--- src/edf_pkg.sv ---
// ----------------------------------------------------------------------------
// edf_pkg: shared types and constants of the EDF ready table scheduler
// Holds the command codes and the command record passed from front to back.
// ----------------------------------------------------------------------------
package edf_pkg;

    localparam logic [1:0] KIND_ARRIVE   = 2'd0;
    localparam logic [1:0] KIND_RETIRE   = 2'd1;
    localparam logic [1:0] KIND_SCHEDULE = 2'd2;

    localparam int ID_W       = 16;
    localparam int PRIO_W     = 8;
    localparam int DL_W       = 48;
    // Deadline bits kept in the table; no wider than the deadline field.
    localparam int TIME_BITS  = 48;
    localparam logic [PRIO_W-1:0] BASE_RESET   = 8'd104;
    localparam logic [PRIO_W-1:0] LOWEST_RESET = 8'd255;

    typedef struct packed {
        logic [1:0]      kind;
        logic [ID_W-1:0] task_id;
        logic [DL_W-1:0] deadline;
    } cmd_t;

    typedef struct packed {
        logic [ID_W-1:0]   task_id;
        logic [PRIO_W-1:0] prio;
        logic              entry_valid;
        logic              changed;
        logic              activate;
        logic              clamped;
        logic              dropped;
        logic              last;
    } res_t;

endpackage

--- src/edf_front.sv ---
// ----------------------------------------------------------------------------
// edf_front: command intake
// Drops meaningless commands and holds accepted ones in a short queue.
// ----------------------------------------------------------------------------
module edf_front (
    input  logic          clk,
    input  logic          rst_n,
    input  logic          push,
    output logic          full,
    input  edf_pkg::cmd_t cmd,
    output logic          cmd_valid,
    output edf_pkg::cmd_t cmd_head,
    input  logic          cmd_take
);
    import edf_pkg::*;

    cmd_t       q_mem [2];
    logic [1:0] cnt_reg, cnt_next;
    logic       wr_reg, rd_reg;
    logic       keep;
    logic       wr_en, rd_en;

    // An arrive or retire with task id zero and the unused kind cause nothing, so they are not queued.
    assign keep = (cmd.kind == KIND_SCHEDULE) ||
                  ((cmd.kind == KIND_ARRIVE || cmd.kind == KIND_RETIRE) &&
                   cmd.task_id != '0);
    assign full      = (cnt_reg == 2'd2);
    assign wr_en     = push && !full && keep;
    assign cmd_valid = (cnt_reg != 2'd0);
    assign rd_en     = cmd_take && cmd_valid;
    assign cmd_head  = q_mem[rd_reg];

    always_comb
    begin
        cnt_next = cnt_reg + 2'(wr_en) - 2'(rd_en);
    end

    always_ff @(posedge clk or negedge rst_n)
    begin
        if (!rst_n)
        begin
            cnt_reg <= '0;
            wr_reg  <= 1'b0;
            rd_reg  <= 1'b0;
        end
        else
        begin
            cnt_reg <= cnt_next;
            if (wr_en)
                wr_reg <= ~wr_reg;
            if (rd_en)
                rd_reg <= ~rd_reg;
        end
    end

    always_ff @(posedge clk)
    begin
        if (wr_en)
            q_mem[wr_reg] <= cmd;
    end

endmodule

--- src/edf_back.sv ---
// ----------------------------------------------------------------------------
// edf_back: ready table and scheduling sequencer
// Executes one command at a time; a pass selects the next-earliest entry each
// step and emits its result into a one-entry output register.
// ----------------------------------------------------------------------------
module edf_back #(
    parameter int SLOTS     = 8
) (
    input  logic                      clk,
    input  logic                      rst_n,
    input  logic                      cmd_valid,
    input  edf_pkg::cmd_t             cmd_head,
    output logic                      cmd_take,
    input  logic [edf_pkg::PRIO_W-1:0] base_priority,
    input  logic [edf_pkg::PRIO_W-1:0] lowest_priority,
    output logic                      res_valid,
    output edf_pkg::res_t             res,
    input  logic                      res_take
);
    import edf_pkg::*;

    localparam int SW = (SLOTS > 1) ? $clog2(SLOTS) : 1;
    localparam int CW = $clog2(SLOTS + 1);
    localparam logic [1:0] ST_IDLE = 2'd0;
    localparam logic [1:0] ST_PASS = 2'd1;

    logic [ID_W-1:0]      task_reg   [SLOTS];
    logic [TIME_BITS-1:0] dl_reg     [SLOTS];
    logic [PRIO_W-1:0]    lastp_reg  [SLOTS];
    logic [SLOTS-1:0]     used_reg, started_reg, done_reg;
    logic                 drop_reg;
    logic [1:0]           state_reg;
    logic [CW-1:0]        rank_reg, left_reg;
    logic                 out_v_reg;
    res_t                 out_reg;

    logic [SLOTS-1:0] hit, freev, pend;
    logic [SW-1:0]    hit_idx, free_idx, best_idx;
    logic             any_hit, any_free, any_pend;
    logic [TIME_BITS-1:0] best_dl;
    logic [PRIO_W:0]  psum;
    logic [PRIO_W-1:0] prio;
    logic             clamp;
    logic             out_free;
    logic             out_load;
    logic [CW-1:0]    n_used;

    assign out_free  = !out_v_reg || res_take;
    assign res_valid = out_v_reg;
    assign res       = out_reg;

    always_comb
    begin
        hit = '0; freev = '0; pend = '0;
        hit_idx = '0; free_idx = '0; any_hit = 1'b0; any_free = 1'b0;
        n_used = '0;
        for (int i = 0; i < SLOTS; i++)
        begin
            hit[i]   = used_reg[i] && task_reg[i] == cmd_head.task_id;
            freev[i] = !used_reg[i];
            pend[i]  = used_reg[i] && !done_reg[i];
            n_used   = n_used + CW'(used_reg[i]);
        end
        for (int i = SLOTS - 1; i >= 0; i--)
        begin
            if (hit[i])
            begin
                hit_idx = SW'(i); any_hit = 1'b1;
            end
            if (freev[i])
            begin
                free_idx = SW'(i); any_free = 1'b1;
            end
        end
        // Earliest pending deadline, lower slot wins ties.
        best_idx = '0; best_dl = '0; any_pend = 1'b0;
        for (int i = 0; i < SLOTS; i++)
        begin
            if (pend[i] && (!any_pend || dl_reg[i] < best_dl))
            begin
                best_idx = SW'(i); best_dl = dl_reg[i]; any_pend = 1'b1;
            end
        end
        psum  = {1'b0, base_priority} + (PRIO_W+1)'(rank_reg) + 1'b1;
        clamp = psum >= {1'b0, lowest_priority};
        prio  = clamp ? lowest_priority : psum[PRIO_W-1:0];
    end

    assign cmd_take = (state_reg == ST_IDLE) && cmd_valid &&
                      (cmd_head.kind != KIND_SCHEDULE || out_free);

    // The output register is loaded by an empty-table pass or by a pass step.
    assign out_load = (cmd_take && cmd_head.kind == KIND_SCHEDULE && n_used == '0) ||
                      (state_reg == ST_PASS && out_free);

    always_ff @(posedge clk or negedge rst_n)
    begin
        if (!rst_n)
        begin
            used_reg    <= '0;
            started_reg <= '0;
            done_reg    <= '0;
            drop_reg    <= 1'b0;
            state_reg   <= ST_IDLE;
            out_v_reg   <= 1'b0;
            rank_reg    <= '0;
            left_reg    <= '0;
            for (int i = 0; i < SLOTS; i++)
                task_reg[i] <= '0;
        end
        else
        begin
            if (out_load)
                out_v_reg <= 1'b1;
            else if (res_take)
                out_v_reg <= 1'b0;
            case (state_reg)
                ST_IDLE:
                begin
                    if (cmd_take)
                    begin
                        case (cmd_head.kind)
                            KIND_ARRIVE:
                            begin
                                if (any_hit)
                                    started_reg[hit_idx] <= 1'b0;
                                else if (any_free)
                                begin
                                    used_reg[free_idx]    <= 1'b1;
                                    started_reg[free_idx] <= 1'b0;
                                    task_reg[free_idx]    <= cmd_head.task_id;
                                end
                                else
                                    drop_reg <= 1'b1;
                            end
                            KIND_RETIRE:
                            begin
                                if (any_hit)
                                begin
                                    used_reg[hit_idx]    <= 1'b0;
                                    started_reg[hit_idx] <= 1'b0;
                                    task_reg[hit_idx]    <= '0;
                                end
                            end
                            default:
                            begin
                                if (n_used == '0)
                                begin
                                    out_reg <= '{default: '0, dropped: drop_reg,
                                                 last: 1'b1};
                                end
                                else
                                begin
                                    done_reg  <= '0;
                                    rank_reg  <= '0;
                                    left_reg  <= n_used;
                                    state_reg <= ST_PASS;
                                end
                            end
                        endcase
                    end
                end
                ST_PASS:
                begin
                    if (out_free)
                    begin
                        out_reg.entry_valid <= 1'b1;
                        out_reg.task_id     <= task_reg[best_idx];
                        out_reg.prio        <= prio;
                        out_reg.changed     <= prio != lastp_reg[best_idx];
                        out_reg.activate    <= !started_reg[best_idx];
                        out_reg.clamped     <= clamp;
                        out_reg.dropped     <= drop_reg;
                        out_reg.last        <= left_reg == CW'(1);
                        started_reg[best_idx] <= 1'b1;
                        done_reg[best_idx]    <= 1'b1;
                        rank_reg <= rank_reg + 1'b1;
                        left_reg <= left_reg - 1'b1;
                        if (left_reg == CW'(1))
                            state_reg <= ST_IDLE;
                    end
                end
                default:
                    state_reg <= ST_IDLE;
            endcase
        end
    end

    // Payload storage: deadline and last priority need no reset.
    always_ff @(posedge clk)
    begin
        if (cmd_take && cmd_head.kind == KIND_ARRIVE)
        begin
            if (any_hit)
                dl_reg[hit_idx] <= cmd_head.deadline[TIME_BITS-1:0];
            else if (any_free)
            begin
                dl_reg[free_idx]    <= cmd_head.deadline[TIME_BITS-1:0];
                lastp_reg[free_idx] <= '0;
            end
        end
        if (state_reg == ST_PASS && out_free)
            lastp_reg[best_idx] <= prio;
    end

endmodule

--- src/edf_ready_table_scheduler.sv ---
// ----------------------------------------------------------------------------
// edf_ready_table_scheduler: earliest-deadline-first ready table
// Keeps a table of ready tasks and ranks them by deadline on request.
//
//   channel   handshake      payload
//   input     push / full    kind, task_id, deadline
//   result    empty / pop    entry_valid .. last (one item per ranked task)
//   config    cfg_we         cfg_index, cfg_data
//
// Arrive and retire items execute in the sequencer's idle state. A scheduling
// pass ranks one used slot per step, each step running a minimum search over
// the deadline comparators of all slots. A two-entry queue sits between intake
// and sequencer; a held result stalls only scheduling items and pass steps.
// Reset clears the table, flags and registers at once; no clearing pass runs.
// ----------------------------------------------------------------------------
module edf_ready_table_scheduler #(
    parameter int SLOTS     = 8
) (
    input  logic        clk,
    input  logic        rst_n,
    input  logic        push,
    output logic        full,
    input  logic [1:0]  kind,
    input  logic [15:0] task_id,
    input  logic [47:0] deadline,
    output logic        empty,
    input  logic        pop,
    output logic        entry_valid,
    output logic [15:0] out_task_id,
    output logic [7:0]  priority_res,
    output logic        priority_changed,
    output logic        activate,
    output logic        clamped,
    output logic        arrival_dropped,
    output logic        last,
    input  logic        cfg_we,
    input  logic        cfg_index,
    input  logic [7:0]  cfg_data
);
    import edf_pkg::*;

    localparam logic CFG_BASE   = 1'b0;
    localparam logic CFG_LOWEST = 1'b1;

    cmd_t              cmd, cmd_head;
    res_t              res;
    logic              cmd_valid, cmd_take, res_valid;
    logic [PRIO_W-1:0] base_reg, lowest_reg;

    // The index port is one bit wide, so every write lands on a real register.
    always_ff @(posedge clk or negedge rst_n)
    begin
        if (!rst_n)
        begin
            base_reg   <= BASE_RESET;
            lowest_reg <= LOWEST_RESET;
        end
        else if (cfg_we)
        begin
            case (cfg_index)
                CFG_BASE:   base_reg   <= cfg_data;
                CFG_LOWEST: lowest_reg <= cfg_data;
                default:    base_reg   <= base_reg;
            endcase
        end
    end

    assign cmd.kind     = kind;
    assign cmd.task_id  = task_id;
    assign cmd.deadline = deadline;

    edf_front u_front (
        .clk       (clk),
        .rst_n     (rst_n),
        .push      (push),
        .full      (full),
        .cmd       (cmd),
        .cmd_valid (cmd_valid),
        .cmd_head  (cmd_head),
        .cmd_take  (cmd_take)
    );

    edf_back #(
        .SLOTS     (SLOTS)
    ) u_back (
        .clk             (clk),
        .rst_n           (rst_n),
        .cmd_valid       (cmd_valid),
        .cmd_head        (cmd_head),
        .cmd_take        (cmd_take),
        .base_priority   (base_reg),
        .lowest_priority (lowest_reg),
        .res_valid       (res_valid),
        .res             (res),
        .res_take        (pop)
    );

    assign empty            = !res_valid;
    assign entry_valid      = res.entry_valid;
    assign out_task_id      = res.task_id;
    assign priority_res     = res.prio;
    assign priority_changed = res.changed;
    assign activate         = res.activate;
    assign clamped          = res.clamped;
    assign arrival_dropped  = res.dropped;
    assign last             = res.last;

endmodule

--- config.mk ---
export PLATFORM = sky130hd
export DESIGN_NAME = edf_ready_table_scheduler
export DESIGN_NICKNAME = d
export VERILOG_FILES = /design/src/edf_pkg.sv /design/src/edf_front.sv /design/src/edf_back.sv /design/src/edf_ready_table_scheduler.sv
export SDC_FILE = /design/constraint.sdc
export NUM_CORES = 2
export LEC_CHECK = 0
export BUFFER_PORTS_ARGS = -buffer_cell sky130_fd_sc_hd__buf_2
export CAP_MARGIN = 20
export CORE_MARGIN = 2
export CORE_UTILIZATION = 23
export DETAILED_ROUTE_END_ITERATION = 10
export SLEW_MARGIN = 30
export SYNTH_ARGS = -nofsm -noshare
export SYNTH_HDL_FRONTEND = slang
export SYNTH_HIERARCHICAL = 1
export SYNTH_SLANG_ARGS = --single-unit
--- constraint.sdc ---
create_clock -name clk -period 29.3 [get_ports clk]
set_clock_uncertainty 0.05 [all_clocks]
set_input_delay 5.86 -clock clk [delete_from_list [all_inputs] [get_ports clk]]
set_output_delay 5.86 -clock clk [all_outputs]
set_load 0.01 [all_outputs]
==> insert_results.sql <==
INSERT INTO impl_metrics (metric_group, metric, value, unit) VALUES
('critical_path', 'critical_path.reg2reg.startpoint', 'u_back/used_reg[0]', ''),
('drt', 'route.final.wire_length', '123', 'mm'),
('run_status', 'result_of_the_run', 'completed', ''),
('critical_path', 'regToRegSetupSlack', '2.47', 'ns'),
('synthesis', 'yosysSeqAreaShare', '53.5', '%'),
('synthesis', 'ys_top_cells_by_area', 'sky130_fd_sc_hd__edfxtp_1 (43%), sky130_fd_sc_hd__ha_1 (10%), sky130_fd_sc_hd__dfrtp_1 (10%)', ''),
('cells_and_area', 'layoutNonFillerInstCount', '6527', ''),
('global_routing', 'grt_antenna_before_repair', '17', ''),
('synthesis', 'synth_edf_count', '610', ''),
('power_and_ir_drop', 'p_per_area', '122', 'nW/um^2'),
('clock_tree', 'max-clock-path-buffers', '3', ''),
('cells_and_area', 'combined_area_of_the_multi_input_logic_cells', '18800', 'sq um'),
('floorplan', 'placementRows', '158', ''),
('synthesis', 'mappedNetlistNets', '4338', ''),
('sta', 'min_period_over_period', '91.6', '%'),
('global_routing', 'grt_usage', '12.7', '%'),
('synthesis', 'yosys_register_bits', '793', ''),
('drt', 'wl_per_cell', '18.8', 'microns'),
('critical_path', 'cp_slowest_stage_delay', '0.85', 'ns'),
('clock_tree', 'cts.repair.resized', '0', ''),
('clock_tree', 'clk_latency', '0.71', 'ns'),
('placed_design', 'gp_congestion', '0.900', ''),
('drt', 'route.antenna.remaining_nets', '0', ''),
('synthesis', 'synth_top_area_cell', 'sky130_fd_sc_hd__edfxtp_1', ''),
('global_routing', 'grt_overflow_total', '0', ''),
('floorplan', 'fp.dieH', '436', 'microns'),
('placed_design', 'post-place-cells', '6361', ''),
('placed_design', 'place.detailed.hpwl', '87.6', 'mm'),
('clock_tree', 'tritoncts', 'yes', ''),
('floorplan', 'die_x', '436', 'microns'),
('synthesis', 'ys_async_sr_fraction', '23.1', '%'),
('sta', 'grt_setup_unrepaired', 'false', ''),
('critical_path', 'worst-endpoint-arrival', '27.10', 'ns'),
('cells_and_area', 'num-fill-cells', '19223', ''),
('critical_path', 'reg2regPathDepth', '87', ''),
('clock_tree', 'clk_pin_slew', '0.06', 'ns'),
('cells_and_area', 'largest_register_ff_count', '384', ''),
('floorplan', 'core', '185000', 'sq um'),
('clock_tree', 'cts.root.buffer_cell', 'sky130_fd_sc_hd__clkbuf_16', ''),
('critical_path', 'worst-endpoint-required', '29.56', 'ns'),
('critical_path', 'cp_slowest_cell', 'sky130_fd_sc_hd__a21boi_0', ''),
('cells_and_area', 'final-seq-area', '22900', 'sq um'),
('clock_tree', 'cts_htree_levels', '3', ''),
('global_routing', 'via_count_of_the_first_global_routing_pass', '30557', ''),
('clock_tree', 'tritoncts_num_sinks', '793', ''),
('clock_tree', 'ctsHoldBuffers', '0', ''),
('cells_and_area', 'diodes', '0', ''),
('critical_path', 'critical_path_startpoint_category', 'flip-flop', ''),
('flow_run', 'cap_viol_max_count', '0', ''),
('synthesis', 'syn_avg_cell_area', '11.0', 'sq um'),
('worst_hold_path', 'hold_path.startpoint', 'u_back/done_reg[6]', ''),
('synthesis', 'post_synth_num_cell_types', '93', ''),
('worst_hold_path', 'hold_path_depth', '2', ''),
('synthesis', 'synth_largest_type_area_fraction', '42.7', '%'),
('drt', 'routed-via-count', '30587', ''),
('placed_design', 'port-buffer-count', '111', ''),
('sta', 'max_slew_margin', '33.2', '%'),
('clock_tree', 'cts-buffers-inserted', '92', ''),
('cells_and_area', 'post_route_cells_drive_above_1_share', '12.4', '%'),
('power_and_ir_drop', 'total_leakage_power', '0.0190', 'uW'),
('clock_tree', 'cts.repair_timing.setup_buffer_count', '0', ''),
('sta', 'timing_hold_violations_final', '0', ''),
('worst_hold_path', 'min_to', 'u_back/done_reg[6]', ''),
('floorplan', 'dieArea', '190000', 'sq um'),
('cells_and_area', 'syn2layout_area_growth', '15.4', '%'),
('drt', 'initialDrtViolationCount', '2507', ''),
('sta', 'finalSetupViolations', '0', ''),
('critical_path', 'regToRegEndpoint', 'u_back/lastp_reg[2][4]', ''),
('sta', 'post-route-min-period', '26.83', 'ns'),
('sta', 'timing.setup.tns', '0', 'ns'),
('floorplan', 'initial_utilization', '23.1', '%');
## worst max path at each step
stage	start	to	slack, ns	cells past startpoint
floorplan	u_back/used_reg[0]	u_back/lastp_reg[2][0]	7.49	100
global placement	u_back/used_reg[0]	u_back/lastp_reg[2][0]	3.26	87
detailed placement	u_back/used_reg[0]	u_back/lastp_reg[2][0]	2.91	88
CTS	u_back/used_reg[0]	u_back/lastp_reg[2][4]	2.79	88
global route	u_back/used_reg[0]	u_back/lastp_reg[2][4]	0.75	87
finish	u_back/used_reg[0]	u_back/lastp_reg[2][4]	2.47	87
## report_power, final
| group | leakage, uW | internal (uW) | switching [uW] |
|---|---|---|---|
| combinational | 0.00991 | 1130 | 2050 |
| sequential | 0.00756 | 1540 | 146 |
| clock | 0.00150 | 691 | 495 |
## critical path, delay by kind of cell (launching register included)
kind	cells	cell delay (ns)
buffers and inverters	11	4.46
flip-flops	1	0.47
AND/OR/NAND/NOR	33	9.79
adder cells (fa/ha/maj)	7	2.13
multiplexers	2	0.73
AO/OA/AOI/OAI	34	8.39
## Yosys cell counts, types with 22 or more instances
master / n
sky130_fd_sc_hd__a21o_1: 62
sky130_fd_sc_hd__a21oi_1: 299
sky130_fd_sc_hd__a31oi_1: 22
sky130_fd_sc_hd__buf_1: 30
sky130_fd_sc_hd__buf_2: 23
sky130_fd_sc_hd__clkbuf_1: 117
sky130_fd_sc_hd__dfrtp_1: 172
sky130_fd_sc_hd__edfxtp_1: 610
sky130_fd_sc_hd__ha_1: 349
sky130_fd_sc_hd__inv_1: 158
sky130_fd_sc_hd__mux2_2: 130
sky130_fd_sc_hd__mux2i_1: 85
sky130_fd_sc_hd__nand2_1: 576
sky130_fd_sc_hd__nand2b_1: 28
sky130_fd_sc_hd__nand3_1: 60
sky130_fd_sc_hd__nand4_1: 77
sky130_fd_sc_hd__nor2_1: 286
sky130_fd_sc_hd__nor3_1: 44
sky130_fd_sc_hd__nor4_1: 32
sky130_fd_sc_hd__o21ai_0: 264
sky130_fd_sc_hd__xnor2_1: 79
sky130_fd_sc_hd__xor2_1: 62
## final cells by class
| class | instances | area share (%) |
|---|---|---|
| tap | 2480 | 6.27 |
| clock buffer | 110 | 4.87 |
| inverter | 158 | 1.20 |
| clock inverter | 56 | 1.43 |
| timing repair buffer | 156 | 1.90 |
| multi-input combinational | 2774 | 38.0 |
| sequential | 793 | 46.3 |
## per-stage QoR
stage | total power (uW) | hold slack (ns) | worst slack [ns] | utilization (%) | instance area (sq um)
2_1_floorplan | 3890 | 0.373 | 7.49 | - | 42900
3_3_place_gp | 4800 | 0.419 | 3.26 | 25.0 | 46300
3_5_place_dp | 4860 | 0.425 | 2.91 | 25.0 | 46300
4_1_cts | 6080 | 0.440 | 2.79 | 26.7 | 49500
5_1_grt | 6490 | 0.465 | 0.746 | 26.7 | 49500
6_report | 6050 | 0.437 | 2.47 | 26.7 | 49500
## per-layer routing
| metal | GRT usage [%] | share of wire [%] | vias to the layer above |
|---|---|---|---|
| li1 | - | - | 14414 |
| met1 | 16.1 | 43 | 14993 |
| met2 | 21.5 | 48 | 936 |
| met3 | 2.15 | 5.4 | 240 |
| met4 | 4.42 | 3.6 | 4 |
| met5 | 0 | 0.020 | - |
## placed cells by master (no fill, tap or decap), drive strengths merged, types with 13 or more instances in the layout
cell type / synthesis / final
and3: 13 / 13
a21o: 62 / 62
nand3: 60 / 60
clkinv: 0 / 34
nor3: 44 / 44
mux2: 131 / 131
xnor2: 79 / 79
a31oi: 22 / 22
edfxtp: 610 / 610
and2: 17 / 17
ha: 349 / 349
mux2i: 85 / 85
o221ai: 21 / 21
a21oi: 299 / 299
o21ai: 268 / 268
o21a: 17 / 17
nand4: 77 / 77
nor2b: 19 / 19
dfrtp: 172 / 172
or3: 17 / 17
inv: 158 / 164
o211ai: 18 / 18
nor4: 35 / 35
nand2: 579 / 579
clkbuf: 117 / 111
a211oi: 19 / 19
buf: 62 / 155
nand2b: 29 / 29
nor2: 291 / 291
xor2: 62 / 62
o31a: 19 / 19
## logic make-up (layout without fill, tap and decap cells)
logic type	count (synthesis)	after routing	share of synthesized area [%]
AND/OR/NAND/NOR	1223	1223	12.8
AO/OA/AOI/OAI	840	840	11.9
flip-flops	793	793	53.5
XOR/XNOR	141	141	2.88
adder cells (fa/ha/maj)	354	354	10.4
multiplexers	216	216	5.44
buffers and inverters	337	480	3.11
Note: power is estimated with default switching activity, not from simulation.
